$ cat config.mk
export PLATFORM = sky130hd
export DESIGN_NAME = bvu_div
export DESIGN_NICKNAME = d
export VERILOG_FILES = /design/src/hdl/bvu_pkg.sv /design/src/hdl/bvu_div.sv
export SDC_FILE = /design/constraint.sdc
export NUM_CORES = 1
export LEC_CHECK = 0
export BUFFER_PORTS_ARGS = -buffer_cell sky130_fd_sc_hd__clkbuf_2
export CAP_MARGIN = 10
export CELL_PAD_IN_SITES_DETAIL_PLACEMENT = 0
export CELL_PAD_IN_SITES_GLOBAL_PLACEMENT = 1
export CORE_AREA = 2 2 144 146
export CTS_CLUSTER_SIZE = 12
export DETAILED_ROUTE_END_ITERATION = 10
export DIE_AREA = 0 0 146 148
export PLACE_DENSITY_LB_ADDON = 0.25
export SKIP_CTS_REPAIR_TIMING = 1
export SLEW_MARGIN = 15
export SYNTH_ARGS = -nofsm -noshare
export SYNTH_HDL_FRONTEND = slang
export SYNTH_SLANG_ARGS = --single-unit
$ cat constraint.sdc
create_clock -name clk -period 8.1 [get_ports clk]
set_input_delay 2.43 -clock clk [delete_from_list [all_inputs] [get_ports clk]]
set_output_delay 2.43 -clock clk [all_outputs]
set_load 0.01 [all_outputs]
$ cat src/hdl/bvu_pkg.sv
// Shared types, constants and register indexes for the boids velocity update block.
`default_nettype none

package bvu_pkg;

    localparam int MAX_AGENTS_DEF = 32;

    // Signed dividend width of the shared divider and its unsigned divisor width.
    localparam int DIV_W = 56;
    localparam int DVS_W = 32;
    // Width of the position, velocity and separation sums over the other agents.
    localparam int SUM_W = 40;

    localparam logic [2:0] CFG_AGENT_COUNT   = 3'd0;
    localparam logic [2:0] CFG_CENTER_DIV    = 3'd1;
    localparam logic [2:0] CFG_MATCH_DIV     = 3'd2;
    localparam logic [2:0] CFG_SEP_DIST      = 3'd3;
    localparam logic [2:0] CFG_VEL_LIMIT     = 3'd4;

    localparam logic [5:0]  RST_AGENT_COUNT  = 6'd20;
    localparam logic [10:0] RST_CENTER_DIV   = 11'd100;
    localparam logic [10:0] RST_MATCH_DIV    = 11'd8;
    localparam logic [19:0] RST_SEP_DIST     = 20'd25600;
    localparam logic [19:0] RST_VEL_LIMIT    = 20'd5120;

    typedef logic [2:0][31:0] vec3_t;

    typedef enum logic [1:0] {
        OP_PMEAN,
        OP_VMEAN,
        OP_CENTER,
        OP_MATCH
    } div_op_t;

    typedef enum logic [4:0] {
        ST_IDLE,
        ST_THR_MUL,
        ST_THR_ACC,
        ST_OWN_RD,
        ST_OWN_LAT,
        ST_NB_RD,
        ST_NB_DATA,
        ST_DSQ_MUL,
        ST_DSQ_ACC,
        ST_CLOSE,
        ST_DIV_GO,
        ST_DIV_WAIT,
        ST_SUM,
        ST_SPD_MUL,
        ST_SPD_ACC,
        ST_SQRT_GO,
        ST_SQRT_WAIT,
        ST_LIM_MUL,
        ST_LIM_GO,
        ST_LIM_WAIT,
        ST_WRITE
    } state_t;

    typedef struct packed {
        logic                    start;
        logic signed [DIV_W-1:0] dividend;
        logic [DVS_W-1:0]        divisor;
    } div_req_t;

endpackage

`default_nettype wire

$ cat src/hdl/bvu_div.sv
// Iterative signed divider, one quotient bit per cycle, truncating toward zero.
`default_nettype none

module bvu_div
    import bvu_pkg::*;
(
    input  wire logic                    clk,
    input  wire logic                    rst_n,
    input  wire div_req_t                req,
    output logic                         done,
    output logic signed [DIV_W-1:0]      quotient
);

    localparam int CNT_W = $clog2(DIV_W + 1);

    logic              run_reg;
    logic              done_reg;
    logic [CNT_W-1:0]  cnt_reg;
    logic              neg_reg;
    logic [DVS_W-1:0]  dvs_reg;
    logic [DVS_W-1:0]  rem_reg;
    logic [DIV_W-1:0]  quo_reg;

    logic [DVS_W:0]    rem_sh;
    logic [DVS_W:0]    rem_diff;
    logic              ge;

    assign rem_sh   = {rem_reg, quo_reg[DIV_W-1]};
    assign rem_diff = rem_sh - {1'b0, dvs_reg};
    assign ge       = rem_sh >= {1'b0, dvs_reg};

    always_ff @(posedge clk or negedge rst_n)
    begin
        if (!rst_n)
        begin
            run_reg  <= 1'b0;
            done_reg <= 1'b0;
            cnt_reg  <= '0;
        end
        else if (req.start)
        begin
            run_reg  <= 1'b1;
            done_reg <= 1'b0;
            cnt_reg  <= '0;
        end
        else if (run_reg)
        begin
            cnt_reg <= cnt_reg + CNT_W'(1);
            if (cnt_reg == CNT_W'(DIV_W - 1))
            begin
                run_reg  <= 1'b0;
                done_reg <= 1'b1;
            end
        end
        else
        begin
            done_reg <= 1'b0;
        end
    end

    always_ff @(posedge clk)
    begin
        if (req.start)
        begin
            neg_reg <= req.dividend[DIV_W-1];
            quo_reg <= req.dividend[DIV_W-1] ? DIV_W'(-req.dividend) : DIV_W'(req.dividend);
            rem_reg <= '0;
            dvs_reg <= req.divisor;
        end
        else if (run_reg)
        begin
            rem_reg <= ge ? rem_diff[DVS_W-1:0] : rem_sh[DVS_W-1:0];
            quo_reg <= {quo_reg[DIV_W-2:0], ge};
        end
    end

    assign done     = done_reg;
    assign quotient = neg_reg ? -$signed(quo_reg) : $signed(quo_reg);

endmodule

`default_nettype wire

# Word-level counts from Yosys, hierarchy flattened
# Index checks and enable logic that the tools add are counted.
[totals]
regBits = 129
input_bits = 91
output_inout_bits = 57
wordCells = 28
[classes]
n_addsub = 4
n_lt_le_gt_ge = 1
n_eq_ne = 2
mux = 13
reduce_logical = 1
[op_table]
columns = ["cell", "count"]
rows = [
  ["56-bit two-way mux", 4],
  ["56-bit negation", 2],
  ["33-bit by 32-bit greater-or-equal comparator with 1-bit output", 1],
  ["32-bit two-way mux", 1],
  ["32-bit subtractor", 1],
  ["6-bit two-way mux", 2],
  ["6-bit by 1-bit adder with 6-bit output, second input constant", 1],
  ["6-bit == test, second input constant", 1],
  ["1-bit two-way mux", 6],
  ["3-bit by 2-bit != test with 1-bit output, second input constant", 1],
  ["2-bit nonzero test", 1],
]

# Longest topological paths before layout
[logic_depth]
word_depth = 4
ltp_mapped = 12
ltp_nobuf = 11

# Worst setup path after synthesis
# Ideal clock, no wire load.
[synth_path]
path_kind = "register to output"
startpoint = "reg quo_reg[35]"
endpoint = "out quotient[52]"
arrival_time_ns = 2.905
t_required_ns = 5.670
path_slack_ns = 2.765
stages_incl_launch_ff = 8
cell_sequence = "edfxtp_1 > or4_4 > or3_4 > or3_4 > or4_4 > or3_4 > o41ai_4 > xnor2_1"
[synth_between]
elab_chain_cells = 2
[synth_rtl]
columns = ["item", "line", "source"]
rows = [
  ["start: declaration", "bvu_div.sv:22", "logic [DIV_W-1:0] quo_reg;"],
  ["start signal: assignment", "bvu_div.sv:66", "quo_reg <= req.dividend[DIV_W-1] ? DIV_W'(-req.dividend) : DIV_W'(req.dividend);"],
  ["start signal: assignment", "bvu_div.sv:73", "quo_reg <= {quo_reg[DIV_W-2:0], ge};"],
  ["56-bit negation", "bvu_div.sv:78", "assign quotient = neg_reg ? -$signed(quo_reg) : $signed(quo_reg);"],
  ["56-bit two-way mux", "bvu_div.sv:78", ""],
  ["end: declaration", "bvu_div.sv:11", "output logic signed [DIV_W-1:0] quotient"],
]
# No other way between the ends.

# Final worst setup path
[layout_path]
startpoint = "reg quo_reg[17]"
endpoint = "out quotient[52]"
# Same word-level chain as after synthesis.

==> results.yml <==
floorplan:
  core_sq_um: 20000
  die_area_sq_um: 21600
  start_util_pct: 46.3
  die_y_um: 148
  num_io_pins: 148
  row_count: 52
  die-width_um: 146
setup_path:
  path_delay_family: "simple AND/OR/NAND/NOR gates"
  worstPathCellList: "nor4_1 > nand3_1 > nor3_1 > nand2_1 > or4_4 > or3_4 > o41ai_4 > xnor2_1 > clkbuf_2"
  crit_arrival_ps: 3700
  crit_path_end_kind: "output pin"
  startpoint_type: "flip-flop"
  crit_buf_inv: 1
  path_class: "reg -> out"
  critPathMaxFanout: 6
  max_stage_delay_ps: 600
  timing.critical_path.slowest_stage_cell: "nor4_1"
  required_ps: 5670
  rrSetupSlack_ps: 4620
sta:
  min_period_over_period_pct: 75.6
  slew_violations: 0
  max-slew-margin-rel_pct: 27.8
  clock-skew-final_ps: 14.2
  hold_viol: 0
  final.setup.tns_ps: 0
  rsz0062_at_grt: "false"
  max_freq_mhz: 163
  worst_hold_slack_ps: 492
  worst_slew_pin_slew_ps: 1080
  finalSetupViolCount: 0
  period_needed_ps: 6130
cells_and_area:
  finalInstanceArea_sq_um: 10800
  final_net_count: 1304
  syn2layout_area_growth_pct: 16.3
  drive_gt1_share_pct: 17.7
  final_util_pct: 53.9
  final_common_cell: "clkbuf_2"
  largest_reg_flops: 56
  num-fill-cells: 1940
  layout_common_cells: "146 x clkbuf_2, 116 x nor2_1, 103 x nand2_1, 89 x edfxtp_1, 86 x a21oi_1"
route:
  viasPerCell: 5.52
  ant_nets: 0
  route.detailed.drc: 0
  drt-initial-drc-count: 567
  wl_per_cell_um: 15.9
  num_vias: 8072
  drt_wl_total_um: 23200
  drt-pass1-iter-count: 4
synthesis:
  synth_top_area_cell: "edfxtp_1"
  synth_edf_count: 89
  synth.area.top_cells: "edfxtp_1 29%, dfxtp_1 6.9%, xnor2_1 6.7%"
  netlist_instances: 1061
  yosys.cell_types.count: 71
  synth.net_count: 1188
  async_reset_ff_share_pct: 6.20
  yosysTopAreaCellShare_pct: 28.8
  synth_seq_cells: 129
  yosysWarningCount: 0
  avgSynthCellArea_sq_um: 8.75
  synth_ff_type: "edfxtp_1"
  ys_seq_area_share_pct: 37.8
  syn_area_sq_um: 9290
place:
  hpwl_um: 16700
  gp_congestion: 0.847
  io_buffers: 147
  place_area_sq_um: 10200
power:
  power.total_mw: 2.73
  power.density_nw_per_um2: 253
  p_leak_nw: 4.33
  vdd_drop_max_mv: 0.137
clock_network:
  clk_latency_ps: 430
  cts_tree: "yes"
  clock-sinks: 129
  cts_root_buf: "clkbuf_16"
  clkSlewWorstSetupHoldPaths_ps: 60
  h-tree-depth: 4
  cts_made_buffers: 17
  clockBufferDepth: 2
worst_hold_path:
  hp-class: "reg -> reg"
global_routing:
  grt_max_degree: 98
  grt_antenna_before_repair: 1
  gr-total-overflow: 0
  grt_pass1_wl_um: 37900
  grt_pass1_vias: 7481
  grt_use_total_pct: 21.6
flow_run:
  cap_violations: 0
status:
  status: "completed"
[synthesized netlist by cell type (13+ instances only)]
cell type / count
ha_1: 35
o21ai_0: 56
nor3_1: 15
dfxtp_1: 32
nand2_1: 104
edfxtp_1: 89
xor2_1: 62
o41ai_1: 17
inv_1: 56
nand2b_1: 13
a311oi_1: 25
nor2_1: 116
or3_1: 13
or4_1: 15
o31ai_1: 31
nand3_1: 18
clkbuf_1: 53
xnor2_1: 71
a21oi_1: 87
[cells by family (layout without fill, tap and decap cells)]
| kind of cell | Yosys count | count (layout) | share of synthesized area [%] |
|---|---|---|---|
| xor gates and xnor gates | 133 | 133 | 12.5 |
| AOI/OAI and AO/OA | 288 | 288 | 20.8 |
| adders and majority gates | 36 | 36 | 4.93 |
| other | 0 | 1 | 0 |
| muxes | 3 | 3 | 0.323 |
| buffers and inverters | 111 | 240 | 4.53 |
| and+or+nand+nor | 361 | 361 | 19.1 |
| DFF | 129 | 129 | 37.8 |
[final timing paths]
check | to | startpoint | depth (start not counted)
setup / recovery | quotient[52] | quo_reg[17] | 9
min in group asynchronous | cnt_reg[2] | rst_n | 1
max in group asynchronous | run_reg | rst_n | 1
hold / removal | rem_reg[31] | rem_reg[30] | 2
hold reg to reg | rem_reg[31] | rem_reg[30] | 2
setup reg to reg | rem_reg[24] | quo_reg[55] | 11
[report_power, final]
part / switching, mW / internal, mW / total, mW
Sequential: 0.101 / 0.825 / 0.926
Combinational: 0.598 / 0.418 / 1.02
Clock: 0.287 / 0.499 / 0.785
[metal layers]
metal / track usage [%] / wire length (um) / vias up
met2: 34.1 / 10500 / 163
met5: 0 / 0 / -
li1: - / - / 4118
met1: 31.0 / 11600 / 3772
met3: 3.21 / 805 / 19
met4: 6.12 / 265 / 0
[final cells by class]
| cell class | count | area (sq um) | share of cell area [%] |
|---|---|---|---|
| Antenna cell | 1 | 2.50 | 0.0232 |
| Clock buffer | 25 | 475 | 4.40 |
| Clock inverter | 7 | 111 | 1.03 |
| Inverter | 56 | 210 | 1.95 |
| Multi-Input combinational cell | 821 | 5370 | 49.7 |
| Sequential cell | 129 | 3510 | 32.5 |
| Tap cell | 270 | 338 | 3.13 |
| Timing Repair Buffer | 152 | 779 | 7.22 |
[worst min-delay path, stage by stage (launching register included)]
cell and delay, ps:
dfxtp_1 320, nand2_1 60, a311oi_1 70
[stage by stage]
step                setup WS [ps]  std cells
finish                       1970       1461
global placement             2490       1428
CTS                          1980       1460
floorplan                    2770       1061
detailed placement           2440       1428
global route                 1700       1461
Power figures use the tool's default switching activity.
