--- src/hdl/bvu_pkg.sv ---
// Shared types, constants and register indexes for the boids velocity update block.
`default_nettype none

package bvu_pkg;

    localparam int MAX_AGENTS_DEF = 32;

    // Signed dividend width of the shared divider and its unsigned divisor width.
    localparam int DIV_W = 56;
    localparam int DVS_W = 32;
    // Width of the position, velocity and separation sums over the other agents.
    localparam int SUM_W = 40;

    localparam logic [2:0] CFG_AGENT_COUNT   = 3'd0;
    localparam logic [2:0] CFG_CENTER_DIV    = 3'd1;
    localparam logic [2:0] CFG_MATCH_DIV     = 3'd2;
    localparam logic [2:0] CFG_SEP_DIST      = 3'd3;
    localparam logic [2:0] CFG_VEL_LIMIT     = 3'd4;

    localparam logic [5:0]  RST_AGENT_COUNT  = 6'd20;
    localparam logic [10:0] RST_CENTER_DIV   = 11'd100;
    localparam logic [10:0] RST_MATCH_DIV    = 11'd8;
    localparam logic [19:0] RST_SEP_DIST     = 20'd25600;
    localparam logic [19:0] RST_VEL_LIMIT    = 20'd5120;

    typedef logic [2:0][31:0] vec3_t;

    typedef enum logic [1:0] {
        OP_PMEAN,
        OP_VMEAN,
        OP_CENTER,
        OP_MATCH
    } div_op_t;

    typedef enum logic [4:0] {
        ST_IDLE,
        ST_THR_MUL,
        ST_THR_ACC,
        ST_OWN_RD,
        ST_OWN_LAT,
        ST_NB_RD,
        ST_NB_DATA,
        ST_DSQ_MUL,
        ST_DSQ_ACC,
        ST_CLOSE,
        ST_DIV_GO,
        ST_DIV_WAIT,
        ST_SUM,
        ST_SPD_MUL,
        ST_SPD_ACC,
        ST_SQRT_GO,
        ST_SQRT_WAIT,
        ST_LIM_MUL,
        ST_LIM_GO,
        ST_LIM_WAIT,
        ST_WRITE
    } state_t;

    typedef struct packed {
        logic                    start;
        logic signed [DIV_W-1:0] dividend;
        logic [DVS_W-1:0]        divisor;
    } div_req_t;

endpackage

`default_nettype wire

--- src/hdl/bvu_sqrt.sv ---
// Iterative floor square root of a 64-bit value, one root bit per cycle.
`default_nettype none

module bvu_sqrt
    import bvu_pkg::*;
(
    input  wire logic        clk,
    input  wire logic        rst_n,
    input  wire logic        start,
    input  wire logic [63:0] radicand,
    output logic             done,
    output logic [31:0]      root
);

    logic        run_reg;
    logic        done_reg;
    logic [5:0]  cnt_reg;
    logic [63:0] x_reg;
    logic [33:0] rem_reg;
    logic [31:0] root_reg;

    logic [35:0] rem_sh;
    logic [35:0] trial;
    logic [35:0] rem_diff;
    logic        ge;

    assign rem_sh   = {rem_reg, x_reg[63:62]};
    assign trial    = {2'b00, root_reg, 2'b01};
    assign rem_diff = rem_sh - trial;
    assign ge       = rem_sh >= trial;

    always_ff @(posedge clk or negedge rst_n)
    begin
        if (!rst_n)
        begin
            run_reg  <= 1'b0;
            done_reg <= 1'b0;
            cnt_reg  <= '0;
        end
        else if (start)
        begin
            run_reg  <= 1'b1;
            done_reg <= 1'b0;
            cnt_reg  <= '0;
        end
        else if (run_reg)
        begin
            cnt_reg <= cnt_reg + 6'd1;
            if (cnt_reg == 6'd31)
            begin
                run_reg  <= 1'b0;
                done_reg <= 1'b1;
            end
        end
        else
        begin
            done_reg <= 1'b0;
        end
    end

    always_ff @(posedge clk)
    begin
        if (start)
        begin
            x_reg    <= radicand;
            rem_reg  <= '0;
            root_reg <= '0;
        end
        else if (run_reg)
        begin
            x_reg    <= {x_reg[61:0], 2'b00};
            rem_reg  <= ge ? rem_diff[33:0] : rem_sh[33:0];
            root_reg <= {root_reg[30:0], ge};
        end
    end

    assign done = done_reg;
    assign root = root_reg;

endmodule

`default_nettype wire

--- config.mk ---
export PLATFORM = sky130hd
export DESIGN_NAME = bvu_sqrt
export DESIGN_NICKNAME = d
export VERILOG_FILES = /design/src/hdl/bvu_pkg.sv /design/src/hdl/bvu_sqrt.sv
export SDC_FILE = /design/constraint.sdc
export NUM_CORES = 1
export LEC_CHECK = 0
export BUFFER_PORTS_ARGS = -buffer_cell sky130_fd_sc_hd__buf_4
export CAP_MARGIN = 5
export CORE_AREA = 4 4 165 167
export DETAILED_ROUTE_END_ITERATION = 8
export DIE_AREA = 0 0 169 171
export REMOVE_ABC_BUFFERS = 1
export SKIP_CTS_REPAIR_TIMING = 1
export SLEW_MARGIN = 30
export SYNTH_ARGS = -nofsm -noshare
export SYNTH_HDL_FRONTEND = slang
export SYNTH_SLANG_ARGS = --single-unit
--- constraint.sdc ---
create_clock -name clk -period 4.5 [get_ports clk]
set_input_delay 0.9 -clock clk [delete_from_list [all_inputs] [get_ports clk]]
set_output_delay 0.9 -clock clk [all_outputs]
set_load 0.1 [all_outputs]
Word level (Yosys, flattened, before mapping):

Index checks and enable logic that the tools add are counted.

* flip-flop bits (word level): 138
* output and inout bits: 33
* word-level logic and storage cells: 23

* add/subtract/negate cells: 2
* magnitude comparators: 1
* equality and inequality tests: 2
* muxes and demuxes: 11
* reductions and logical operators: 1

Operators with widths (number)
* 64-bit 2-to-1 mux: 2
* 36-bit by 34-bit greater-or-equal comparator with 1-bit output: 1
* 34-bit 2-to-1 mux: 1
* 34-bit subtractor: 1
* 6-bit 2-to-1 mux: 2
* 6-bit by 1-bit adder with 6-bit output, second input constant: 1
* 6-bit by 5-bit equality test with 1-bit output, second input constant: 1
* 1-bit 2-to-1 mux: 6
* 3-bit by 2-bit inequality test with 1-bit output, second input constant: 1
* 2-bit nonzero test: 1

Logic depth before layout (Yosys ltp):

* depth in word-level cells: 4
* mapped depth: 13
* mapped depth without buffers: 10

Least setup slack after synthesis:

Ideal clock, no wire load.

* path type: register to register
* from: reg root_reg[13] (netlist: root[13])
* to: reg rem_reg[1]
* setup time: 86 ps
* arrival: 3055 ps
* data required time: 4414 ps
* slack: 1360 ps
* cell stages (with the launch flop): 11
* cell sequence: dfxtp_1 -> inv_1 -> ha_1 -> a21oi_2 -> and2_1 -> nor2b_2 -> a21oi_4 -> a21o_4 -> a21oi_4 -> mux2_2 -> a211oi_1

* word-level cells in the longest chain between the ends: 2

RTL lines
* start, declared: RTL line bvu_sqrt.sv:20 `logic [31:0] root_reg;`
* start signal, assigned: RTL line bvu_sqrt.sv:73 `root_reg <= {root_reg[30:0], ge};`
* 36-bit by 34-bit greater-or-equal comparator with 1-bit output: RTL line bvu_sqrt.sv:30 `assign ge = rem_sh >= trial;`
* 34-bit 2-to-1 mux: RTL line bvu_sqrt.sv:72 `rem_reg <= ge ? rem_diff[33:0] : rem_sh[33:0];`
* end signal, assigned: RTL line bvu_sqrt.sv:72
* end, declared: RTL line bvu_sqrt.sv:19 `logic [33:0] rem_reg;`

Every way passes these cells.
A chain may end at the register's enable or synchronous reset.

Final worst setup path:

* from: reg root_reg[10] (netlist: root[10])
* to: reg rem_reg[10]

Same word-level chain as after synthesis.

==> results_dict.tcl <==
set metrics [dict create \
    path_max_fanout 17 \
    rsz0062_at_grt "false" \
    report.final.hold_viol_count 0 \
    slew_headroom_pct 44.82 \
    cts_sinks 138 \
    nets 964 \
    coreArea_mm2 0.02576 \
    antennaDiodeCount 0 \
    yosys.area.top_type "edfxtp_1" \
    critPathRequiredTime_ns 4.83 \
    powerDensity_mw_per_mm2 615.7 \
    leakage_nw 4.006 \
    post_route_cells_drive_above_1_share_pct 25.03 \
    cp.arrival_ns 3.61 \
    finalWorstSetupSlack_ns 1.227 \
    ys_top_cells_by_area "edfxtp_1, dfxtp_1, mux2_2" \
    critPathLaunchType "flop" \
    yosysMostFrequentCell "nor2_1" \
    drtPass1Iterations 5 \
    wl_met2_mm 8.066 \
    avgSynthCellArea_um2 10.04 \
    end_kind "flop" \
    yosysWarnings 0 \
    synth-seq-cells 138 \
    vdd_ir_drop_max_mv 0.2799 \
    synth.cell_area_mm2 0.007870 \
    ys_top_cells_by_count "nor2_1, dfxtp_1, nand2_1" \
    slew_viol_final 0 \
    met3_length_mm 1.683 \
    wl_met1_mm 8.394 \
    drtAntennaViolNets 0 \
    path_cells "inv_1, ha_1, nand4_1, nor4_1, a31oi_1, o21ai_2, a21o_1, buf_4, o311ai_0, a311oi_1" \
    wirelength_mm 18.36 \
    post_dp_cell_area_mm2 0.008856 \
    fin_hold_ws_ns 0.2817 \
    synth.top_cell.area_share_pct 24.42 \
    viasPerCell 4.933 \
    cts_made_buffers 17 \
    seq_area_frac_synth_pct 43.75 \
    post-place-ws_ns 1.289 \
    cts_buffer_depth 2 \
    worstMarginPinSlew_ns 0.8276 \
    drc 0 \
    clock_skew_ns 0.006573 \
    portBuffers 99 \
    finalWorstPathRequiredPeriod_ns 3.273 \
    clkTransAtPathRegs_ns 0.06 \
    die-area_mm2 0.02890 \
    place_congestion 0.8695 \
    ys_types 73 \
    period_share_pct 72.73 \
    grt.overflow.total 0 \
    io_pins 100 \
    fmax_ghz 0.3055 \
    grt_max_degree 65 \
    die_x_um 169 \
    synth_edf_count 64 \
    rows 59 \
    fin_area_mm2 0.009415 \
    synthArstFlopShare_pct 5.797 \
    ys.flop_type "dfxtp_1" \
    fillers 2606 \
    slowest_delay_ns 0.47 \
    final-setup-viol-count 0 \
    vias 5969 \
    grt_pass1_vias 5863 \
    die_y_um 171 \
    top_layer_used "met4" \
    fin_tns_setup_ns 0 \
    min_path_type "in2async" \
    start_util_pct 30.55 \
    drt_iter0_markers 317 \
    htreeDepth 4 \
    maxCapViolCount 0 \
    antenna_found_initial 0 \
    routedWlPerCell_um 15.18 \
    grt_pass1_wl_mm 30.45 \
    worst-setup-path-type "reg2reg" \
    tritoncts "built" \
    grt_usage_pct 12.96 \
    cts_root_buf "clkbuf_16" \
    outcome "finished clean" \
    syn_inst 784 \
    slowest_stage "ha_1" \
    largest_reg_flops 64 \
    area_growth_pct 19.63 \
    dp_hpwl_mm 12.94 \
    insertion_delay_ns 0.42 \
]
cells in the final DEF (no fill, tap or decap), types with 3 or more instances in the layout:
master / instances
clkbuf_16: 17
o21ai_1: 3
o21a_1: 8
and3_1: 3
nand2b_1: 7
dfrtp_1: 7
ha_1: 35
nand4_1: 11
nor3b_1: 3
and2_1: 3
mux2_2: 64
xnor2_1: 14
a311oi_1: 24
a21oi_1: 37
o21bai_1: 4
inv_8: 4
xor2_1: 12
edfxtp_1: 64
nor3_1: 3
buf_4: 106
inv_6: 5
nand3_1: 14
mux2i_1: 41
inv_1: 44
o311ai_0: 3
dfxtp_1: 66
nand2_1: 66
a211oi_1: 10
o211ai_1: 4
clkinvlp_4: 3
a21o_1: 12
nor2_1: 92
nor4_1: 5
or3_1: 4
o21ai_0: 23
nor2b_1: 5
cell type report:
type                            count  area, um^2  share of cell area (%)
Sequential cell                   138        3447                   36.61
Inverter                           44       165.2                   1.754
Tap cell                          335       419.2                   4.452
Clock buffer                       17       425.4                   4.518
Timing Repair Buffer              106       795.8                   8.452
Clock inverter                     15       132.6                   1.409
Multi-Input combinational cell    555        4030                   42.80
path summary, 6_finish.rpt:
path	startpoint	endpoint	slack, ns	cells past startpoint
setup reg to reg	root[10]$_SDFFE_PP0P_	rem_reg[10]$_SDFFE_PP0P_	1.23	10
max in group asynchronous	rst_n	run_reg$_DFF_PN0_	4.07	1
min in group clk	rem_reg[5]$_SDFFE_PP0P_	rem_reg[7]$_SDFFE_PP0P_	0.49	2
hold reg to reg	rem_reg[5]$_SDFFE_PP0P_	rem_reg[7]$_SDFFE_PP0P_	0.49	2
setup / recovery	root[10]$_SDFFE_PP0P_	rem_reg[10]$_SDFFE_PP0P_	1.23	10
hold / removal	rst_n	cnt_reg[2]$_DFFE_PN0P_	0.28	1
through the flow:
step / power, mW / utilization, % / std cells
2_1_floorplan: 3.812 / - / 737
3_3_place_gp: 4.443 / 34.37 / 1178
3_5_place_dp: 4.456 / 34.37 / 1178
4_1_cts: 5.839 / 36.54 / 1210
5_1_grt: 6.241 / 36.55 / 1210
6_report: 5.797 / 36.55 / 1210
power breakdown:
| part | switching (mW) | internal [mW] | total [mW] |
|---|---|---|---|
| Combinational | 1.62 | 1.20 | 2.82 |
| Clock | 0.611 | 0.727 | 1.34 |
| Sequential | 0.122 | 1.51 | 1.63 |
| Total | 2.36 | 3.44 | 5.80 |
cell families after synthesis:
logic type / share of synthesized area, %
multiplexers: 14.37
buffers and inverters: 5.056
adder cells (fa/ha/maj): 5.564
flip-flops: 43.75
XOR/XNOR: 2.894
AO/OA/AOI/OAI: 14.91
AND/OR/NAND/NOR: 13.45
routing by layer:
layer,track usage [%],up-vias
met4,3.080,0
met1,16.73,2793
met2,19.70,152
met5,0,-
met3,6.262,15
li1,-,3009
critical path, delay by kind of cell, from the launching register on:
family	cells	cell delay (ns)
AO/OA/AOI/OAI	5	1.28
AND/OR/NAND/NOR	2	0.66
adder cells (fa/ha/maj)	1	0.47
buffers and inverters	2	0.40
flip-flops	1	0.38
Power figures use the tool's default switching activity.
